**config.mk**
```make
export PLATFORM = sky130hd
export DESIGN_NAME = toy_feistel_block_cipher_core
export DESIGN_NICKNAME = d
export VERILOG_FILES = /design/src/rtl/tfc_pkg.sv /design/src/rtl/toy_feistel_block_cipher_core.sv /design/src/rtl/tfc_round.sv
export SDC_FILE = /design/constraint.sdc
export NUM_CORES = 1
export LEC_CHECK = 0
export BUFFER_PORTS_ARGS = -buffer_cell sky130_fd_sc_hd__buf_2
export CORE_AREA = 2 2 39 41
export CTS_BUF_LIST = sky130_fd_sc_hd__clkbuf_4 sky130_fd_sc_hd__clkbuf_8
export DETAILED_ROUTE_END_ITERATION = 10
export DIE_AREA = 0 0 41 43
export GPL_TIMING_DRIVEN = 0
export MAX_ROUTING_LAYER = met4
export PLACE_DENSITY = 0.65
export REMOVE_ABC_BUFFERS = 1
export SLEW_MARGIN = 20
export SYNTH_ARGS = -nofsm -noshare
export SYNTH_HDL_FRONTEND = slang
export SYNTH_SLANG_ARGS = --single-unit
```
**constraint.sdc**
```tcl
create_clock -name clk -period 1.1 [get_ports clk]
set_input_delay 0.22 -clock clk [delete_from_list [all_inputs] [get_ports clk]]
set_output_delay 0.22 -clock clk [all_outputs]
set_load 0.01 [all_outputs]
```
**src/rtl/tfc_pkg.sv**
```systemverilog
// ----------------------------------------------------------------------------
// tfc_pkg
// Shared types, tables and bit permutation helpers for the toy Feistel cipher.
// ----------------------------------------------------------------------------
package tfc_pkg;

  localparam int ROUNDS = 4;

  typedef logic [3:0] nib_t;
  typedef logic [7:0] byte_t;

  typedef enum logic {
    KIND_ENC = 1'b0,
    KIND_DEC = 1'b1
  } kind_t;

  typedef struct packed {
    nib_t l;
    nib_t r;
  } halves_t;

  // Permutation tables: source bit positions, 1 = MSB of the source word.
  localparam logic [3:0] TAB_IP [8] = '{4'd2, 4'd6, 4'd3, 4'd1, 4'd4, 4'd8, 4'd5, 4'd7};
  localparam logic [3:0] TAB_FP [8] = '{4'd4, 4'd1, 4'd3, 4'd5, 4'd7, 4'd2, 4'd8, 4'd6};
  localparam logic [2:0] TAB_EX [8] = '{3'd4, 3'd1, 3'd2, 3'd3, 3'd2, 3'd3, 3'd4, 3'd1};
  localparam logic [2:0] TAB_P4 [4] = '{3'd2, 3'd4, 3'd3, 3'd1};

  localparam nib_t SBOX [16] = '{
    4'd14, 4'd4,  4'd13, 4'd1,
    4'd2,  4'd15, 4'd11, 4'd8,
    4'd3,  4'd10, 4'd6,  4'd5,
    4'd12, 4'd9,  4'd0,  4'd7
  };

  // Initial permutation.
  function automatic byte_t perm_ip(input byte_t src);
    byte_t res;
    for (int i = 0; i < 8; i++) begin
      res[7 - i] = src[3'(8 - int'(TAB_IP[i]))];
    end
    return res;
  endfunction

  // Final permutation, inverse of the initial one.
  function automatic byte_t perm_fp(input byte_t src);
    byte_t res;
    for (int i = 0; i < 8; i++) begin
      res[7 - i] = src[3'(8 - int'(TAB_FP[i]))];
    end
    return res;
  endfunction

  // Expand a half to 8 bits.
  function automatic byte_t expand(input nib_t src);
    byte_t res;
    for (int i = 0; i < 8; i++) begin
      res[7 - i] = src[2'(4 - int'(TAB_EX[i]))];
    end
    return res;
  endfunction

  function automatic nib_t perm_p4(input nib_t src);
    nib_t res;
    for (int i = 0; i < 4; i++) begin
      res[3 - i] = src[2'(4 - int'(TAB_P4[i]))];
    end
    return res;
  endfunction

  // Round function: expand, mix key, S-box on low nibble, permute.
  function automatic nib_t round_fn(input nib_t half, input byte_t key);
    byte_t x;
    x = expand(half) ^ key;
    return perm_p4(SBOX[x[3:0]]);
  endfunction

endpackage

```
**src/rtl/toy_feistel_block_cipher_core.sv**
```systemverilog
// ----------------------------------------------------------------------------
// toy_feistel_block_cipher_core
// 8-bit DES-like Feistel cipher: initial permutation, four rounds with one
// shared key, final permutation. Encrypt or decrypt per beat.
// ----------------------------------------------------------------------------
//
//   channel   handshake               payload
//   -------   ---------------------   ------------------------
//   request   req_valid / req_ready   kind, block_in
//   response  rsp_valid / rsp_ready   block_out
//   key       cipher_key_we           cipher_key
//
// Flow: a request beat lands in the input register, the rounds run in one
// pass of logic, and the result lands in the output register; one beat is
// accepted per cycle when the response side keeps up.
// Reset clears both stage valids and the key; payload registers are not reset.
// Stalls: a held response blocks the input stage only when both stages are
// full; otherwise a new beat is taken while the response waits.
// ----------------------------------------------------------------------------
module toy_feistel_block_cipher_core (
  input  logic       clk,
  input  logic       rst,
  // key register
  input  logic       cipher_key_we,
  input  logic [7:0] cipher_key,
  // request
  input  logic       req_valid,
  output logic       req_ready,
  input  logic       kind,
  input  logic [7:0] block_in,
  // response
  output logic       rsp_valid,
  input  logic       rsp_ready,
  output logic [7:0] block_out
);

  tfc_pkg::byte_t key;

  // Input stage
  logic           s1_valid;
  tfc_pkg::kind_t s1_kind;
  tfc_pkg::byte_t s1_block;

  // Output stage load and input stage advance
  logic s2_load;
  logic s1_load;

  tfc_pkg::halves_t chain [tfc_pkg::ROUNDS + 1];
  tfc_pkg::byte_t   result;

  // Key register: the rounds read it directly, so write it only while no
  // beat is in flight.
  always_ff @(posedge clk) begin
    if (rst) begin
      key <= '0;
    end else if (cipher_key_we) begin
      key <= cipher_key;
    end
  end

  // Output stage can take a beat when empty or being drained.
  assign s2_load   = s1_valid && (!rsp_valid || rsp_ready);
  assign req_ready = !s1_valid || !rsp_valid || rsp_ready;
  assign s1_load   = req_valid && req_ready;

  always_ff @(posedge clk) begin
    if (rst) begin
      s1_valid <= 1'b0;
    end else if (req_ready) begin
      s1_valid <= req_valid;
    end
  end

  always_ff @(posedge clk) begin
    if (s1_load) begin
      s1_kind  <= tfc_pkg::kind_t'(kind);
      s1_block <= block_in;
    end
  end

  // Split after the initial permutation, left half high.
  assign chain[0] = tfc_pkg::halves_t'(tfc_pkg::perm_ip(s1_block));

  for (genvar g = 0; g < tfc_pkg::ROUNDS; g++) begin : g_round
    tfc_round u_round (
      .d    (chain[g]),
      .kind (s1_kind),
      .key  (key),
      .q    (chain[g + 1])
    );
  end

  // Join with no final swap, then the inverse permutation.
  assign result = tfc_pkg::perm_fp(tfc_pkg::byte_t'(chain[tfc_pkg::ROUNDS]));

  always_ff @(posedge clk) begin
    if (rst) begin
      rsp_valid <= 1'b0;
    end else if (s2_load) begin
      rsp_valid <= 1'b1;
    end else if (rsp_ready) begin
      rsp_valid <= 1'b0;
    end
  end

  always_ff @(posedge clk) begin
    if (s2_load) begin
      block_out <= result;
    end
  end

  // Both stages come up empty after reset.
  a_reset_empty: assert property (@(posedge clk)
    rst |=> !s1_valid && !rsp_valid)
    else $error("stage valid set after reset");

  // An accepted request beat always occupies the input stage next cycle.
  a_req_lands: assert property (@(posedge clk) disable iff (rst)
    s1_load |=> s1_valid)
    else $error("accepted beat lost at input stage");

  // A beat moved forward always shows up as a response.
  a_s2_lands: assert property (@(posedge clk) disable iff (rst)
    s2_load |=> rsp_valid)
    else $error("beat lost between stages");

  // A full input stage that cannot advance keeps its beat.
  a_s1_hold: assert property (@(posedge clk) disable iff (rst)
    s1_valid && !s2_load |=> s1_valid && $stable(s1_block) && $stable(s1_kind))
    else $error("stalled input stage changed");

endmodule

```
**src/rtl/tfc_round.sv**
```systemverilog
// ----------------------------------------------------------------------------
// tfc_round
// One Feistel round, either direction.
// ----------------------------------------------------------------------------
module tfc_round (
  input  tfc_pkg::halves_t d,
  input  tfc_pkg::kind_t   kind,
  input  tfc_pkg::byte_t   key,
  output tfc_pkg::halves_t q
);

  always_comb begin
    unique case (kind)
      tfc_pkg::KIND_DEC: begin
        q.l = d.r ^ tfc_pkg::round_fn(d.l, key);
        q.r = d.l;
      end
      tfc_pkg::KIND_ENC: begin
        q.l = d.r;
        q.r = d.l ^ tfc_pkg::round_fn(d.r, key);
      end
      default: begin
        q = d;
      end
    endcase
  end

endmodule
```
==> results of run 1 <==
[kinds of logic (layout without fill, tap and decap cells)]
kind of cell	after synthesis	count (layout)	share of synthesized area
other	1	6	0.01055
DFF	8	8	0.5915
buffers and inverters	8	18	0.1479
and+or+nand+nor	7	7	0.1514
AOI/OAI and AO/OA	2	2	0.03872
muxes	2	2	0.05986
[timing repair]
item	CTS	global route
resized for setup	2	1
endpoints found under the setup margin	1	1
hold endpoints to repair	0	0
[registers in the layout (all words and copies together) (netlist names)]
signal and count:
block_out 2, s1_block 2, key 1, rsp_valid 1, s1_kind 1, s1_valid 1
[cell usage in the layout (no fill, tap or decap), drive strengths merged]
cell type	count
nand3b	1
clkbuf	4
conb	6
inv	2
buf	12
nor2	3
edfxtp	5
dfxtp	3
and2	2
mux2i	1
a21oi	2
nand2b	1
mux2	1
[layout make-up]
type / instances / area (um^2)
clock buffers: 4 / 30.03
multi-input cells: 17 / 111.4
fillers: 144 / 935.9
flip-flops and latches: 8 / 212.7
repair buffers: 12 / 66.31
inverters: 2 / 7.507
well taps: 16 / 20.02
[path summary, 6_finish.rpt]
kind | startpoint | end | cells past startpoint
setup / recovery | s1_valid$_SDFFE_PP0N_ | req_ready | 2
setup reg to reg | s1_kind$_DFFE_PP_ | block_out[0]$_DFFE_PP_ | 1
hold reg to reg | s1_valid$_SDFFE_PP0N_ | rsp_valid$_SDFFE_PP0P_ | 2
hold / removal | kind | s1_kind$_DFFE_PP_ | 1
[routing by layer]
metal / wire (um) / part of all wire
met1: 155 / 0.35
met2: 198 / 0.45
met3: 85 / 0.19
met4: 0 / 0
met5: 0 / 0
[through the flow]
step / setup TNS, ns / worst slack, ns / hold WS (ns) / std cells / instance area [um^2]
6_report: 0 / 0.04895 / 0.1418 / 59 / 447.9
5_1_grt: -0.001900 / -0.001900 / 0.1201 / 59 / 447.9
4_1_cts: 0 / 0.02753 / 0.1335 / 59 / 441.7
3_5_place_dp: 0 / 0.1801 / 0.3981 / 55 / 409.1
3_3_place_gp: 0 / 0.1806 / 0.3984 / 55 / 409.1
2_1_floorplan: 0 / 0.1432 / 0.2824 / 27 / 329.1
[power breakdown]
part	switching, mW	leakage [nW]	internal (mW)
sequential	0.00917	0.0734	0.339
clock	0.0945	0.0184	0.163
combinational	0.0302	0.131	0.0298
==> results_dict.tcl, run 1 <==
set metrics [dict create \
    outcome "finished clean" \
    antenna_cells 0 \
    cts_setup_buffers 0 \
    cts-htree-levels 1 \
    ys_ff_latch 8 \
    hold_violations 0 \
    start_util 0.2568 \
    critPathRequiredTime_ns 0.88 \
    grt_use_total 0.06334 \
    port_buffers 12 \
    cts_made_buffers 3 \
    synth_area_leaders "edfxtp_1, dfxtp_1, buf_4, nand3b_4, mux2_2" \
    fin_crit_ns 1.051 \
    clk_pin_slew_ns 0.05 \
    crit_family "flip-flops" \
    peakVddDrop_v 0.001194 \
    maxCapViolCount 0 \
    grt_max_degree 6 \
    leakagePower_nw 0.2232 \
    ys.flop_type "edfxtp_1" \
    cpMaxStageDelayCell "dfxtp_2" \
    firstDrtPassIters 1 \
    max_stage_delay_ns 0.35 \
    clock_path_buffers 2 \
    die_area_um2 1763 \
    drc 0 \
    cp_max_fo 3 \
    slew_viol_final 0 \
    vias_per_cell 3.559 \
    nets 66 \
    grt_most_used_layer "met2" \
    grt.met2_usage 0.09063 \
    vias 210 \
    cp_num_buf_inv 1 \
    yosysTopAreaCell "edfxtp_1" \
    hp-class "input pin to register" \
    syn_to_final_growth_pct 26.06 \
    syn_area_um2 355.3 \
    final_util 0.3237 \
    setup_viol 0 \
    fp.dieH_um 43 \
    die_x_um 41 \
    startpoint_type "register" \
    hold_buffers 0 \
    rrSetupSlack_ns 0.17 \
    yosysSeqAreaShare 0.5915 \
    dp_hpwl_um 348 \
    crit_chain "nand3b_4, buf_6" \
    boundaryPins 32 \
    ys_top_cells_by_count "buf_4, edfxtp_1, dfxtp_1, nor2_1, inv_1" \
    antenna_left 0 \
    finalWirelength_um 440 \
    core_area_um2 1384 \
    syn_avg_cell_area_um2 12.69 \
    drive_gt1_frac 0.5349 \
    wl_per_cell_um 7.458 \
    clk_latency_ns 0.25 \
    netlist_instances 28 \
    grtUsageMet1 0.05629 \
    arrival_ns 0.83 \
    synth_edf_count 5 \
    grt_pass1_vias 179 \
    clock_tree.root_cell "clkbuf_4" \
    endpoint_kind "output pin" \
    max_freq_mhz 951.4 \
    gp_congestion 0.6399 \
    cts_tree "built" \
    skew_ns 0.004225 \
    finalCritPeriodShare 0.9555 \
    rsz0062_at_grt "yes" \
    ys_warn_count 0 \
    grt_pass1_wl_um 669 \
    clkSinkCount 8 \
    antenna_found_initial 0 \
    yosysMostFrequentCell "buf_4" \
    core.rowCount 14 \
    synth.top_cell.area_share 0.4225 \
    criticalPathCategory "register to output pin" \
    drt-initial-drc-count 0 \
    ys_types 14 \
    powerDensity_nw_per_um2 1487 \
    total_power_mw 0.6662 \
    grt_overflow 0 \
    async_flop_share 0 \
    use_met3 0.06283 \
]
Note: power is estimated with default switching activity, not from simulation.
==> inputs of run 2 (changes only) <==
Settings changed: CAP_MARGIN from default to 0, REMOVE_ABC_BUFFERS 1 to default.
==> run 2 against run 1 <==
Worst hold slack worse by 0.0034 ns; power is 3.1% higher; first-iteration DRC count is 1 higher; sequential share of layout area is 4.1 points lower; non-clock buffer count is 6 higher; final area is 11% higher; clock skew is 0.00052 ns lower; sequential power hardly changed; cell count is 10% higher; critical endpoint unchanged; largest cell class unchanged; largest power group unchanged.
==> results_dict.tcl, run 2 (synthesis results as in run 1) <==
set metrics [dict create \
    p_comb_frac 0.110 \
    clock_path_buffers 2 \
    grt_pass1_wl_um 848 \
    endpoint_kind "output pin" \
    power_switching_mw 0.1417 \
    core.rowCount 14 \
    startpoint_type "register" \
    cts_setup_buffers 0 \
    cts_tree "built" \
    final_cell_mix "buf_2, buf_4, conb_1" \
    grt_use_total 0.08316 \
    setup_viol 0 \
    outcome "finished clean" \
    antenna_left 0 \
    total_power_mw 0.6865 \
    crit_chain "nand3b_4, buf_6" \
    antenna_cells 0 \
    vias_per_cell 3.631 \
    core_area_um2 1384 \
    swShare 0.2063 \
    intPower_mw 0.5449 \
    syn_to_final_growth_pct 39.44 \
    drt-initial-drc-count 1 \
    hp-class "input pin to register" \
    peakVddDrop_v 0.0004179 \
    cts-htree-levels 1 \
    skew_ns 0.003701 \
    criticalPathCategory "register to output pin" \
    cts_made_buffers 3 \
    top_regs "block_out: 2 flops, s1_block: 2 flops" \
    die_area_um2 1763 \
    grt_overflow 0 \
    cpMaxStageDelayCell "dfxtp_4" \
    clkSinkCount 8 \
    rsz0062_at_grt "no" \
    boundaryPins 32 \
    start_util 0.2568 \
    clk_pin_slew_ns 0.06 \
    fin_area_um2 495.5 \
    finalNonFillerCells 65 \
    slew_viol_final 0 \
    cp_max_fo 3 \
    drive_gt1_frac 0.5918 \
    powerDensity_nw_per_um2 1386 \
    maxCapViolCount 0 \
    max_freq_mhz 947.5 \
    die_x_um 41 \
    arrival_ns 0.84 \
    leakagePower_nw 0.2563 \
    tns_ns 0 \
    fin_hold_ws_ns 0.1385 \
    drc 0 \
    pwr-share-seq 0.506 \
    clock_tree.root_cell "clkbuf_4" \
    finalWirelength_um 516 \
    hold_violations 0 \
    fin_crit_ns 1.055 \
    port_buffers 12 \
    layout_commonest_cell "buf_2" \
    finalCritPeriodShare 0.9595 \
    clk_latency_ns 0.25 \
    max_stage_delay_ns 0.36 \
    nets 72 \
    antenna_found_initial 0 \
    fp.dieH_um 43 \
    p_clk_frac 0.384 \
    firstDrtPassIters 2 \
    wl_per_cell_um 7.938 \
    critPathRequiredTime_ns 0.88 \
    dp_hpwl_um 430.7 \
    dpl_cell_area_um2 454.2 \
    grt_max_degree 6 \
    vias 236 \
    grt_pass1_vias 218 \
    dp.cells 61 \
    gp_congestion 0.6442 \
]
[run 2: metal layers]
layer  wire [um]  share of wire  GRT usage
met3          60           0.12    0.06283
met4           0              0    0.08000
met1         178           0.34    0.08306
met5           0              0          -
met2         277           0.54    0.09688
[run 2: per-stage QoR]
step,utilization,setup slack (ns)
6_report,0.3580,0.04456
5_1_grt,0.3580,0.002127
4_1_cts,0.3517,0.01741
3_5_place_dp,0.3282,0.1675
3_3_place_gp,0.3282,0.1815
2_1_floorplan,-,0.1432
[run 2: area by class of cell]
type / count / area (um^2)
clock buffer: 4 / 30.03
sequential: 8 / 215.2
tap: 16 / 20.02
timing repair buffer: 12 / 66.31
inverter: 2 / 7.507
multi-input combinational: 17 / 111.4
fill: 142 / 888.4
buffer: 6 / 45.04
[run 2: critical path: cells and delay by family, from the launching register on]
kind,cells,cell delay [ns]
flip-flops,1,0.36
AND/OR/NAND/NOR,1,0.10
buffers and inverters,1,0.13
[run 2: worst paths after layout]
kind / start / depth (start not counted) / end / slack (ns)
worst max-delay path: s1_valid$_SDFFE_PP0N_ / 2 / req_ready / 0.04
worst min-delay path: block_in[3] / 1 / s1_block[3]$_DFFE_PP_ / 0.14
worst max register to register: s1_kind$_DFFE_PP_ / 1 / block_out[0]$_DFFE_PP_ / 0.16
worst min register to register: s1_valid$_SDFFE_PP0N_ / 2 / rsp_valid$_SDFFE_PP0P_ / 0.49
[run 2: timing repair]
| item | CTS | global route |
|---|---|---|
| resized for setup | 2 | 2 |
| gates cloned | 0 | 0 |
| endpoints found under the setup margin | 1 | 1 |
| hold buffers | 0 | 0 |
[run 2: power groups by stage]
stage          sequential (mW)  clock [mW]  combinational [mW]
6_report                 0.347       0.263              0.0758
5_1_grt                  0.349       0.297              0.0852
4_1_cts                  0.349       0.280              0.0758
3_5_place_dp             0.354           0              0.0757
3_3_place_gp             0.353           0              0.0746
2_1_floorplan            0.356           0              0.0479
==> inputs of run 3 (changes only) <==
Settings changed: SKIP_CTS_REPAIR_TIMING from default to 1.
Clock period 1.1 ns to 1.2 ns, I/O delays scaled along.
==> run 3 against run 2 <==
Worst hold slack improved by 0.019 ns; combinational power down 9.4%; clock power decreased by 8.7%; global-route usage did not move; die area is the same; sequential cell count unchanged; first-iteration DRC count stayed put; sequential share of layout area hardly changed; count of clock-buffer cells in the layout stayed put; final area is 2.3% lower; worst setup slack improved by 0.034 ns; critical path type unchanged; largest cell class unchanged.
==> results_dict.tcl, run 3 (synthesis results as in run 1) <==
set metrics [dict create \
    fin_crit_ns 1.121 \
    rrSetupSlack_ns 0.26 \
    p_clk_frac 0.382 \
    maxCapViolCount 0 \
    finalWirelength_um 500 \
    crit_chain "nand3b_4, buf_2" \
    use_met3 0.06283 \
    clock_path_buffers 2 \
    peakVddDrop_v 0.0003831 \
    timing.rr.start "s1_kind$_DFFE_PP_" \
    dp_hpwl_um 430.7 \
    clkSinkCount 8 \
    core_area_um2 1384 \
    die_x_um 41 \
    powerDensity_nw_per_um2 1295 \
    swShare 0.2039 \
    grt_pass1_wl_um 848 \
    grt_use_total 0.08316 \
    hp-class "input pin to register" \
    drive_gt1_frac 0.5510 \
    port_buffers 12 \
    finalCritPeriodShare 0.9344 \
    core.rowCount 14 \
    top_regs "block_out: 2 flops, s1_block: 2 flops" \
    gp_congestion 0.6442 \
    r2r_end "block_out[0]$_DFFE_PP_" \
    start_util 0.2568 \
    drc 0 \
    final_cell_mix "buf_2, buf_4, conb_1" \
    antenna_found_initial 0 \
    cts_made_buffers 3 \
    max_freq_mhz 891.8 \
    pwr-share-seq 0.508 \
    leakagePower_nw 0.2518 \
    cp_max_fo 3 \
    hp-start "block_in[3]" \
    hold_violations 0 \
    antenna_cells 0 \
    layout_commonest_cell "buf_2" \
    firstDrtPassIters 2 \
    grt_pass1_vias 220 \
    cts_tree "built" \
    syn_to_final_growth_pct 36.27 \
    endpoint_kind "output pin" \
    p_comb_frac 0.110 \
    vias 231 \
    die_area_um2 1763 \
    cts-htree-levels 1 \
    drt-initial-drc-count 1 \
    wl_per_cell_um 7.692 \
    crit_family "flip-flops" \
    ff2ff_path_depth 1 \
    grt_overflow 0 \
    slew_viol_final 0 \
    outcome "finished clean" \
    startpoint_type "register" \
    fp.dieH_um 43 \
    setup_viol 0 \
    power_switching_mw 0.1279 \
    max_stage_delay_ns 0.38 \
    grtUsageMet1 0.08306 \
    rsz0062_at_grt "no" \
    vias_per_cell 3.554 \
    clk_pin_slew_ns 0.06 \
    tns_ns 0 \
    intPower_mw 0.4993 \
    hold_path_end "s1_block[3]$_DFFE_PP_" \
    cp_num_buf_inv 1 \
    cpMaxStageDelayCell "dfxtp_1" \
    clock_tree.root_cell "clkbuf_4" \
    critPathRequiredTime_ns 0.96 \
    nets 72 \
    fillers 143 \
    antenna_left 0 \
    hold_depth 1 \
    arrival_ns 0.88 \
    grt_max_degree 6 \
    criticalPathCategory "register to output pin" \
    total_power_mw 0.6271 \
    boundaryPins 32 \
    grt_most_used_layer "met2" \
    grt.met2_usage 0.09688 \
    clk_latency_ns 0.25 \
    skew_ns 0.005442 \
]
## run 3: cell count changes in the layout (fill, tap and decap cells not counted)
cell	before	now
buf_6	1	0
dfxtp_2	1	0
dfxtp_4	1	0
dfxtp_1	1	3
buf_2	11	12
## run 3: cell type report
cell class	instances	area [um^2]	share of cell area
sequential	8	210.2	0.4341
buffer	6	45.04	0.09302
clock buffer	4	30.03	0.06202
multi-input combinational	17	111.4	0.2300
timing repair buffer	12	60.06	0.1240
inverter	2	7.507	0.01550
tap	16	20.02	0.04134
## run 3: power groups by stage
stage	Clock [mW]	Sequential, mW	Combinational (mW)
finish	0.240	0.319	0.0687
global placement	0	0.324	0.0684
floorplan	0	0.326	0.0439
CTS	0.256	0.319	0.0694
global route	0.272	0.320	0.0776
detailed placement	0	0.325	0.0694
## run 3: worst max path at each step
stage	slack (ns)	to	startpoint	depth (start not counted)
6_report	0.08	req_ready	rsp_valid$_SDFFE_PP0P_	2
5_1_grt	0.01	req_ready	s1_valid$_SDFFE_PP0N_	2
4_1_cts	0.05	req_ready	rsp_valid$_SDFFE_PP0P_	2
3_5_place_dp	0.25	block_out[3]$_DFFE_PP_	rsp_ready	3
3_3_place_gp	0.26	block_out[0]$_DFFE_PP_	rsp_ready	3
2_1_floorplan	0.24	s1_block[0]$_DFFE_PP_	rsp_valid$_SDFFE_PP0P_	2
## run 3: metrics by stage
| stage | util | worst slack (ns) | instances | hold WS (ns) | cell area [um^2] |
|---|---|---|---|---|---|
| CTS | 0.3499 | 0.04883 | 65 | 0.1442 | 484.2 |
| global placement | 0.3282 | 0.2635 | 61 | 0.4222 | 454.2 |
| global route | 0.3499 | 0.01355 | 65 | 0.1465 | 484.2 |
| detailed placement | 0.3282 | 0.2535 | 61 | 0.4190 | 454.2 |
| floorplan | - | 0.2432 | 33 | 0.3024 | 374.1 |
| finish | 0.3499 | 0.07867 | 65 | 0.1579 | 484.2 |
## run 3: routing by layer
metal  vias up  part of all wire  routed length [um]
li1        121                 -                   -
met1       101              0.36                 181
met2         9              0.53                 266
met3         0              0.10                  52
met4         0                 0                   0
met5         -                 0                   0
